## src/sv/assert_macros.svh

```systemverilog
// assertion macros used by the one rtl file that checks itself, the receiver top
`ifndef ASSERT_MACROS_SVH
`define ASSERT_MACROS_SVH

// condition must hold at every clock edge out of reset
`define ASSERT_ALWAYS(label, cond, msg) \
    label: assert property (@(posedge i_clk) disable iff (!i_rst_n) (cond)) \
        else $error(msg);

// antecedent implies consequent in the same cycle
`define ASSERT_IMPLIES(label, ante, cons, msg) \
    label: assert property (@(posedge i_clk) disable iff (!i_rst_n) (ante) |-> (cons)) \
        else $error(msg);

`endif

```

## src/sv/imu_tlv_pkg.sv

```systemverilog
// shared types and constants of the tlv frame receiver
`default_nettype none
package imu_tlv_pkg;

    localparam logic [7:0] HDR_FIRST  = 8'h59;
    localparam logic [7:0] HDR_SECOND = 8'h53;

    localparam int N_VALS  = 10;
    localparam int POS_W   = 9;
    localparam int Q_DEPTH = 4;
    localparam int Q_AW    = $clog2(Q_DEPTH);

    // configuration register indexes
    localparam logic [1:0] CFG_ACCEL_TAG = 2'd0;
    localparam logic [1:0] CFG_RATE_TAG  = 2'd1;
    localparam logic [1:0] CFG_QUAT_TAG  = 2'd2;

    // value slots: ax ay az rx ry rz qw qx qy qz
    localparam logic [3:0] IDX_ACCEL = 4'd0;
    localparam logic [3:0] IDX_RATE  = 4'd3;
    localparam logic [3:0] IDX_QUAT  = 4'd6;
    localparam logic [7:0] LIMIT_VEC  = 8'd12;
    localparam logic [7:0] LIMIT_QUAT = 8'd16;

    typedef enum logic [1:0] {
        KIND_START,
        KIND_DATA,
        KIND_END
    } t_kind;

    // command from the framer to the record parser
    typedef struct packed {
        t_kind      kind;
        logic [7:0] data;
    } t_cmd;

    typedef struct packed {
        logic [POS_W-1:0] pos;
        logic [7:0]       len;
    } t_front_stat;

endpackage
`default_nettype wire

```

## src/sv/imu_tlv_front.sv

```systemverilog
// framer: header hunt, length, running check sums and check byte compare
`default_nettype none
module imu_tlv_front
    import imu_tlv_pkg::*;
(
    input  wire logic        i_clk,
    input  wire logic        i_rst_n,
    input  wire logic        i_valid,
    input  wire logic [7:0]  i_byte,
    output logic             o_ready,
    input  wire logic        i_full,
    output logic             o_push,
    output t_cmd             o_cmd,
    output t_front_stat      o_stat
);

    logic [POS_W-1:0] r_pos, n_pos;
    logic [7:0]       r_len, n_len;
    logic [7:0]       r_s1, n_s1;
    logic [7:0]       r_s2, n_s2;
    logic [7:0]       r_ck1, n_ck1;
    logic [POS_W-1:0] len_p4, len_p5;
    logic [7:0]       sum1, sum2;
    logic             take;

    assign o_ready = !i_full;
    assign take    = i_valid && o_ready;
    assign len_p4  = {1'b0, r_len} + POS_W'(4);
    assign len_p5  = {1'b0, r_len} + POS_W'(5);
    assign sum1    = r_s1 + i_byte;
    assign sum2    = r_s2 + sum1;

    always_comb begin
        n_pos  = r_pos;
        n_len  = r_len;
        n_s1   = r_s1;
        n_s2   = r_s2;
        n_ck1  = r_ck1;
        o_push = 1'b0;
        o_cmd  = '{kind: KIND_DATA, data: i_byte};
        if (take) begin
            priority if (r_pos == '0) begin
                if (i_byte == HDR_FIRST) n_pos = POS_W'(1);
            end else if (r_pos == POS_W'(1)) begin
                if (i_byte == HDR_SECOND) begin
                    n_pos  = POS_W'(2);
                    n_s1   = '0;
                    n_s2   = '0;
                    o_push = 1'b1;
                    o_cmd  = '{kind: KIND_START, data: 8'd0};
                end else if (i_byte != HDR_FIRST) begin
                    n_pos = '0;
                end
            end else if (r_pos <= len_p4 || r_pos <= POS_W'(4)) begin
                if (r_pos == POS_W'(4)) n_len = i_byte;
                n_s1  = sum1;
                n_s2  = sum2;
                // bytes after the length byte are payload
                o_push = (r_pos >= POS_W'(5));
                n_pos  = r_pos + POS_W'(1);
            end else if (r_pos == len_p5) begin
                n_ck1 = i_byte;
                n_pos = r_pos + POS_W'(1);
            end else begin
                n_pos  = '0;
                o_push = 1'b1;
                o_cmd  = '{kind: KIND_END,
                           data: {7'd0, !(r_s1 == r_ck1 && r_s2 == i_byte)}};
            end
        end
    end

    always_ff @(posedge i_clk) begin
        if (!i_rst_n) begin
            r_pos <= '0;
            r_len <= '0;
            r_s1  <= '0;
            r_s2  <= '0;
            r_ck1 <= '0;
        end else begin
            r_pos <= n_pos;
            r_len <= n_len;
            r_s1  <= n_s1;
            r_s2  <= n_s2;
            r_ck1 <= n_ck1;
        end
    end

    assign o_stat = '{pos: r_pos, len: r_len};

endmodule
`default_nettype wire

```

## src/sv/imu_tlv_queue.sv

```systemverilog
// short command fifo between framer and record parser
`default_nettype none
module imu_tlv_queue
    import imu_tlv_pkg::*;
(
    input  wire logic  i_clk,
    input  wire logic  i_rst_n,
    input  wire logic  i_push,
    input  t_cmd       i_cmd,
    input  wire logic  i_pop,
    output logic       o_full,
    output logic       o_empty,
    output t_cmd       o_head
);

    t_cmd              r_mem [Q_DEPTH];
    logic [Q_AW-1:0]   r_wr, r_rd;
    logic [Q_AW:0]     r_cnt;
    logic              do_push, do_pop;

    assign o_full  = (r_cnt == (Q_AW+1)'(Q_DEPTH));
    assign o_empty = (r_cnt == '0);
    assign do_push = i_push && !o_full;
    assign do_pop  = i_pop && !o_empty;
    assign o_head  = r_mem[r_rd];

    always_ff @(posedge i_clk) begin
        if (do_push) r_mem[r_wr] <= i_cmd;
    end

    always_ff @(posedge i_clk) begin
        if (!i_rst_n) begin
            r_wr  <= '0;
            r_rd  <= '0;
            r_cnt <= '0;
        end else begin
            if (do_push) r_wr <= r_wr + Q_AW'(1);
            if (do_pop)  r_rd <= r_rd + Q_AW'(1);
            r_cnt <= r_cnt + (Q_AW+1)'(do_push) - (Q_AW+1)'(do_pop);
        end
    end

endmodule
`default_nettype wire

```

## src/sv/imu_tlv_back.sv

```systemverilog
// record parser: tag/length walk, value capture, commit and result register
`default_nettype none
module imu_tlv_back
    import imu_tlv_pkg::*;
(
    input  wire logic        i_clk,
    input  wire logic        i_rst_n,
    input  wire logic        i_cfg_we,
    input  wire logic [1:0]  i_cfg_index,
    input  wire logic [7:0]  i_cfg_data,
    input  wire logic        i_empty,
    input  t_cmd             i_head,
    output logic             o_pop,
    output logic             o_pop_end,
    output logic             o_out_valid,
    input  wire logic        i_out_ready,
    output logic             o_status,
    output logic [31:0]      o_vals [N_VALS]
);

    logic [7:0]  r_accel_tag, r_rate_tag, r_quat_tag;
    logic [7:0]  r_off, n_off;
    logic [7:0]  r_tag, n_tag;
    logic [7:0]  r_rem, n_rem;
    logic [31:0] r_pend [N_VALS];
    logic [31:0] n_pend [N_VALS];
    logic [31:0] r_comm [N_VALS];
    logic [31:0] r_out  [N_VALS];
    logic        r_out_valid, r_status;

    logic [7:0]  d, b;
    logic        hit;
    logic [3:0]  base, idx;
    logic [7:0]  limit;
    logic [4:0]  sh;
    logic        is_end, bad;

    assign b      = i_head.data;
    assign is_end = (i_head.kind == KIND_END);
    assign bad    = i_head.data[0];
    // a result waits only for room in the output register
    assign o_pop     = !i_empty && (!is_end || !r_out_valid || i_out_ready);
    assign o_pop_end = o_pop && is_end;

    assign d   = r_off - 8'd2;
    assign idx = base + {2'b00, d[3:2]};
    assign sh  = {d[1:0], 3'b000};

    always_comb begin
        hit   = 1'b1;
        base  = IDX_ACCEL;
        limit = LIMIT_VEC;
        priority if (r_tag == r_accel_tag) begin
            base = IDX_ACCEL;
        end else if (r_tag == r_rate_tag) begin
            base = IDX_RATE;
        end else if (r_tag == r_quat_tag) begin
            base  = IDX_QUAT;
            limit = LIMIT_QUAT;
        end else begin
            hit = 1'b0;
        end
    end

    always_comb begin
        n_off  = r_off;
        n_tag  = r_tag;
        n_rem  = r_rem;
        n_pend = r_pend;
        if (o_pop) begin
            unique case (i_head.kind)
                KIND_START: begin
                    n_off  = '0;
                    n_tag  = '0;
                    n_rem  = '0;
                    n_pend = r_comm;
                end
                KIND_DATA: begin
                    priority if (r_off == 8'd0) begin
                        n_tag = b;
                        n_off = 8'd1;
                    end else if (r_off == 8'd1) begin
                        n_rem = b;
                        n_off = (b == 8'd0) ? 8'd0 : 8'd2;
                    end else begin
                        for (int k = 0; k < N_VALS; k++) begin
                            if (hit && d < limit && idx == 4'(k))
                                n_pend[k][sh +: 8] = b;
                        end
                        n_rem = r_rem - 8'd1;
                        if (n_rem == 8'd0) n_off = 8'd0;
                        else if (r_off != 8'hff) n_off = r_off + 8'd1;
                    end
                end
                KIND_END: begin
                end
                default: begin
                end
            endcase
        end
    end

    always_ff @(posedge i_clk) begin
        if (!i_rst_n) begin
            r_accel_tag <= 8'd16;
            r_rate_tag  <= 8'd32;
            r_quat_tag  <= 8'd65;
            r_off       <= '0;
            r_tag       <= '0;
            r_rem       <= '0;
            r_out_valid <= 1'b0;
            for (int k = 0; k < N_VALS; k++) begin
                r_pend[k] <= '0;
                r_comm[k] <= '0;
            end
        end else begin
            if (i_cfg_we) begin
                unique case (i_cfg_index)
                    CFG_ACCEL_TAG: r_accel_tag <= i_cfg_data;
                    CFG_RATE_TAG:  r_rate_tag  <= i_cfg_data;
                    CFG_QUAT_TAG:  r_quat_tag  <= i_cfg_data;
                    default: begin
                    end
                endcase
            end
            r_off  <= n_off;
            r_tag  <= n_tag;
            r_rem  <= n_rem;
            r_pend <= n_pend;
            if (o_pop_end && !bad) r_comm <= r_pend;
            if (o_pop_end) r_out_valid <= 1'b1;
            else if (i_out_ready) r_out_valid <= 1'b0;
        end
    end

    // result payload
    always_ff @(posedge i_clk) begin
        if (o_pop_end) begin
            r_status <= bad;
            r_out    <= bad ? r_comm : r_pend;
        end
    end

    assign o_out_valid = r_out_valid;
    assign o_status    = r_status;
    assign o_vals      = r_out;

endmodule
`default_nettype wire

```

## src/sv/imu_tlv_frame_receiver_top.sv

```systemverilog
// Tag-length-value frame receiver for an inertial sensor byte stream. One byte is
// taken per clock while the command queue has room; the framer turns it into at
// most one command and the record parser retires one command per clock, so the
// sustained rate is one byte per cycle. Input stalls only when a finished
// result sits unread in the output register and the four-entry queue behind it
// has filled. A result follows the second check byte with the status plus the
// ten latest committed values. Tag registers are written through the plain write
// port, by the user only while no frame is in flight; nothing enforces this.
`default_nettype none
`include "assert_macros.svh"
module imu_tlv_frame_receiver_top
    import imu_tlv_pkg::*;
(
    input  wire logic               i_clk,
    input  wire logic               i_rst_n,
    input  wire logic               i_cfg_we,
    input  wire logic [1:0]         i_cfg_index,
    input  wire logic [7:0]         i_cfg_data,
    input  wire logic               i_in_valid,
    output logic                    o_in_ready,
    input  wire logic [7:0]         i_rx_byte,
    output logic                    o_out_valid,
    input  wire logic               i_out_ready,
    output logic                    o_frame_status,
    output logic signed [31:0]      o_accel_x,
    output logic signed [31:0]      o_accel_y,
    output logic signed [31:0]      o_accel_z,
    output logic signed [31:0]      o_rate_x,
    output logic signed [31:0]      o_rate_y,
    output logic signed [31:0]      o_rate_z,
    output logic signed [31:0]      o_quat_w,
    output logic signed [31:0]      o_quat_x,
    output logic signed [31:0]      o_quat_y,
    output logic signed [31:0]      o_quat_z
);

    logic        w_push, w_pop, w_pop_end, w_full, w_empty;
    t_cmd        w_cmd, w_head;
    t_front_stat w_fstat;
    logic [31:0] w_vals [N_VALS];

    imu_tlv_front u_front (
        .i_clk   (i_clk),
        .i_rst_n (i_rst_n),
        .i_valid (i_in_valid),
        .i_byte  (i_rx_byte),
        .o_ready (o_in_ready),
        .i_full  (w_full),
        .o_push  (w_push),
        .o_cmd   (w_cmd),
        .o_stat  (w_fstat)
    );

    imu_tlv_queue u_queue (
        .i_clk   (i_clk),
        .i_rst_n (i_rst_n),
        .i_push  (w_push),
        .i_cmd   (w_cmd),
        .i_pop   (w_pop),
        .o_full  (w_full),
        .o_empty (w_empty),
        .o_head  (w_head)
    );

    imu_tlv_back u_back (
        .i_clk       (i_clk),
        .i_rst_n     (i_rst_n),
        .i_cfg_we    (i_cfg_we),
        .i_cfg_index (i_cfg_index),
        .i_cfg_data  (i_cfg_data),
        .i_empty     (w_empty),
        .i_head      (w_head),
        .o_pop       (w_pop),
        .o_pop_end   (w_pop_end),
        .o_out_valid (o_out_valid),
        .i_out_ready (i_out_ready),
        .o_status    (o_frame_status),
        .o_vals      (w_vals)
    );

    assign o_accel_x = w_vals[0];
    assign o_accel_y = w_vals[1];
    assign o_accel_z = w_vals[2];
    assign o_rate_x  = w_vals[3];
    assign o_rate_y  = w_vals[4];
    assign o_rate_z  = w_vals[5];
    assign o_quat_w  = w_vals[6];
    assign o_quat_x  = w_vals[7];
    assign o_quat_y  = w_vals[8];
    assign o_quat_z  = w_vals[9];

    // no command may be lost to a full queue
    `ASSERT_IMPLIES(a_no_overflow, w_full, !w_push, "command pushed into full queue")
    // frame position never runs past the second check byte
    `ASSERT_ALWAYS(a_pos_bound, w_fstat.pos <= ({1'b0, w_fstat.len} + POS_W'(6)),
        "frame position beyond check bytes")
    // a result shows up only after an end-of-frame command was retired
    `ASSERT_IMPLIES(a_result_source, $rose(o_out_valid), $past(w_pop_end),
        "result without end of frame")

endmodule
`default_nettype wire
```

## config.mk

```make
export PLATFORM = sky130hd
export DESIGN_NAME = imu_tlv_frame_receiver_top
export DESIGN_NICKNAME = d
export VERILOG_FILES = /design/src/sv/imu_tlv_pkg.sv /design/src/sv/imu_tlv_front.sv /design/src/sv/imu_tlv_queue.sv /design/src/sv/imu_tlv_back.sv /design/src/sv/imu_tlv_frame_receiver_top.sv
export VERILOG_INCLUDE_DIRS = /design/src /design/src/sv
export SDC_FILE = /design/constraint.sdc
export NUM_CORES = 2
export LEC_CHECK = 0
export BUFFER_PORTS_ARGS = -buffer_cell sky130_fd_sc_hd__buf_2
export CORE_ASPECT_RATIO = 0.7
export CORE_MARGIN = 2
export CORE_UTILIZATION = 35
export CTS_BUF_LIST = sky130_fd_sc_hd__clkbuf_8
export CTS_CLUSTER_DIAMETER = 40
export DETAILED_ROUTE_END_ITERATION = 8
export PLACE_DENSITY_LB_ADDON = 0.05
export SLEW_MARGIN = 30
export SYNTH_ARGS = -nofsm -noshare
export SYNTH_HDL_FRONTEND = slang
export SYNTH_SLANG_ARGS = --single-unit
export TNS_END_PERCENT = 10
```

## constraint.sdc

```tcl
create_clock -name i_clk -period 13.5 [get_ports i_clk]
set_input_delay 1.35 -clock i_clk [delete_from_list [all_inputs] [get_ports i_clk]]
set_output_delay 1.35 -clock i_clk [all_outputs]
set_load 0.02 [all_outputs]
```

==> key figures <==
Run status
  – Outcome: finished, final reports clean

Clock network
  – Post-CTS Resized: 0
  – CTS tree: built
  – CTS Buffer Depth: 3
  – Clk sinks: 1100
  – Root buffer cell: clkbuf_8
  – Clock-pin slew on the worst setup and hold paths: 0.07 ns
  – Total CTS buffers: 188
  – Setup Fix Bufs, Post-CTS: 0
  – Hold Buf Count CTS: 0
  – Skew-Pair Late Insertion Delay: 0.95 ns
  – H-tree Lvls: 4

STA
  – Final max-slew violation count: 0
  – Actual slew at the worst max-slew pin: 1.08 ns
  – RSZ-0062 raised after global routing: no
  – Max_slew headroom: 27.9%
  – Worst Clk Skew: 0.0415 ns
  – Final worst path period share: 39.5%
  – Max Freq: 188 MHz
  – Min Tclk post-route: 5.33 ns
  – Fin. Hold Viols: 0
  – Final setup fails: 0
  – Setup TNS: 0 ns

Die
  – Core area: 0.136 sq mm
  – Row cnt: 113
  – Die width: 446 microns
  – Die area: 0.140 sq mm
  – I/O pin total: 346
  – Die extent in y: 313 microns
  – Initial Util: 35.3%

GRT
  – Vias in the first global route: 33741
  – Total global routing overflow: 0
  – First-pass GRT wire length: 234000 microns
  – Largest net degree at the start of global routing: 161
  – Initial antenna violation count: 20
  – Total GRT Usage: 22.5%

Synthesis
  – Synthesized cell area: 0.0479 sq mm
  – Simple-gate share of the synthesized area: 16.7%
  – Syn Nets: 4911
  – Synth cell count leaders: nand2_1, dfxtp_1, a21oi_1
  – Top-count cell post-synth: nand2_1
  – Synth Area per Inst: 9.90 sq um
  – Synth cell types: 76
  – Post-Synth XOR/XNOR Area: 1.37%
  – Post-synthesis sequential area ratio: 53.5%
  – Post-synthesis mux area share: 14.6%
  – Seq cells post-synth: 1100
  – Largest area contributor in the netlist: dfxtp_1
  – Largest family of logic cells by synthesized area: simple AND/OR/NAND/NOR gates
  – Mapped Cells: 4836
  – Post-Synth Adder-Cell Area: 1.42%
  – Synth Warn #: 0
  – EDFF count, synth: 361
  – Share of flip-flops with an asynchronous set or reset: 0%
  – Area fraction in compound gates after synthesis: 8.95%
  – Main flop type after synthesis: dfxtp_1
  – Cells taking the most area after synthesis: dfxtp_1, edfxtp_1, nand2_1
  – Synth top area share: 30.9%

Routing
  – Vias: 35726
  – Drt wl/cell: 22.9 microns
  – Routed Antenna Nets: 0
  – Final WL: 162000 microns
  – DR iter-0 viols: 2718
  – Drt first pass iters: 6
  – DRC: 0
  – Drt via density: 5.05

Place
  – Input/output buffers: 345
  – Dpl cells: 6707
  – Dpl hpwl: 97600 microns
  – Global placer's final weighted congestion: 0.807
  – Placed cell area: 0.0511 sq mm

Final layout
  – Layout cells sized above 1: 22.5%
  – Cell area after layout: 0.0550 sq mm
  – Layout area overhead: 14.9%
  – Final Util: 40.5%
  – Final std cells w/o fill: 7068
  – Final net count: 5191

Power
  – Peak supply drop: 0.0900 mV
  – Pwr Density: 178 mW/mm^2
  – Leak pwr: 22.4 nW

Setup path
  – Critical path data arrival time: 6.10 ns
  – Crit. End Element: flop
  – Critical Path Start Type: flop
  – Crit Path Category: flop to flop
  – Crit Path Max Fanout: 136
  – Required time of the critical path: 14.27 ns

Flow run
  – Max-cap violations: 0

Worst hold path
  – Hold Path Class: flop to flop
  – Hold_sp: u_back.r_pend[88]$_SDFFE_PN0P_
where the power goes:
| group | total, W | switching, W | internal [W] |
|---|---|---|---|
| clock network | 0.00309 | 0.00146 | 0.00163 |
| registers | 0.00404 | 0.000200 | 0.00384 |
| logic | 0.00267 | 0.00191 | 0.000753 |
| total | 0.00979 | 0.00357 | 0.00622 |
worst paths after layout:
check,end,slack (ns),depth (start not counted)
worst max-delay path,u_back.r_comm[154]$_SDFFE_PN0P_,8.17,9
worst min-delay path,u_back.r_comm[88]$_SDFFE_PN0P_,0.43,2
worst max register to register,u_back.r_comm[154]$_SDFFE_PN0P_,8.17,9
worst min register to register,u_back.r_comm[88]$_SDFFE_PN0P_,0.43,2
kinds of logic after synthesis:
logic type / after synthesis
adders and majority gates: 52
buffers and inverters: 345
xor gates and xnor gates: 75
DFF: 1100
AOI/OAI and AO/OA: 718
and+or+nand+nor: 1900
muxes: 646
sequential cells by signal, summed over array words and instances, names as in the netlist, 9 cells and up, named ones only:
signal and cells:
u_back.r_comm 320, u_back.o_vals 320, u_front.r_pos 9, u_back.r_pend 320
u_queue.r_mem 40
worst max-delay path, stage by stage, from the launching register on:
cell     delay (ns)
dfxtp_1        0.77
mux4_2         0.70
a31oi_1        0.41
and3_4         0.69
buf_12         0.58
nand2_4        0.64
buf_4          0.55
buf_4          0.40
nand2_1        0.14
a21oi_1        0.07
layout by cell type (no fill, tap or decap), drive strengths merged, types with 6 or more instances in the layout:
master	instances
xnor2	37
a22oi	17
nor2	127
nand4	15
clkinv	37
dfxtp	739
xor2	38
o21ai	195
and2	146
nor2b	10
nand4b	6
buf	391
nor4	11
inv	127
a21oi	397
nand2	1447
mux2i	316
o221a	48
bufinv	7
clkbuf	221
nand3	48
diode	7
a21o	11
mux2	320
nor3b	6
and3	12
ha	48
mux4	10
a2111oi	8
nor3	36
edfxtp	361
stage by stage:
step	setup slack, ns	hold slack [ns]	power (W)
floorplan	0.884	0.441	0.00588
global placement	8.18	0.448	0.00681
detailed placement	8.09	0.454	0.00680
CTS	8.06	0.433	0.00992
global route	7.74	0.454	0.0102
finish	8.17	0.431	0.00979
layer usage:
metal,routed length [microns],track usage [%],up-vias
met1,76900,32.3,17290
met3,8990,3.89,241
met2,70800,33.8,959
met4,4700,8.34,8
li1,-,-,17228
met5,134,0.473,-
cell type report:
class / count / area [sq um]
tap: 1782 / 2230
timing repair buffer: 391 / 2250
sequential: 1100 / 25600
multi-input combinational: 3391 / 20900
antenna: 7 / 17.5
clock inverter: 132 / 786
inverter: 44 / 173
fill: 13324 / 80700
clock buffer: 221 / 3040
No activity file was read; power rests on OpenSTA's default activity.
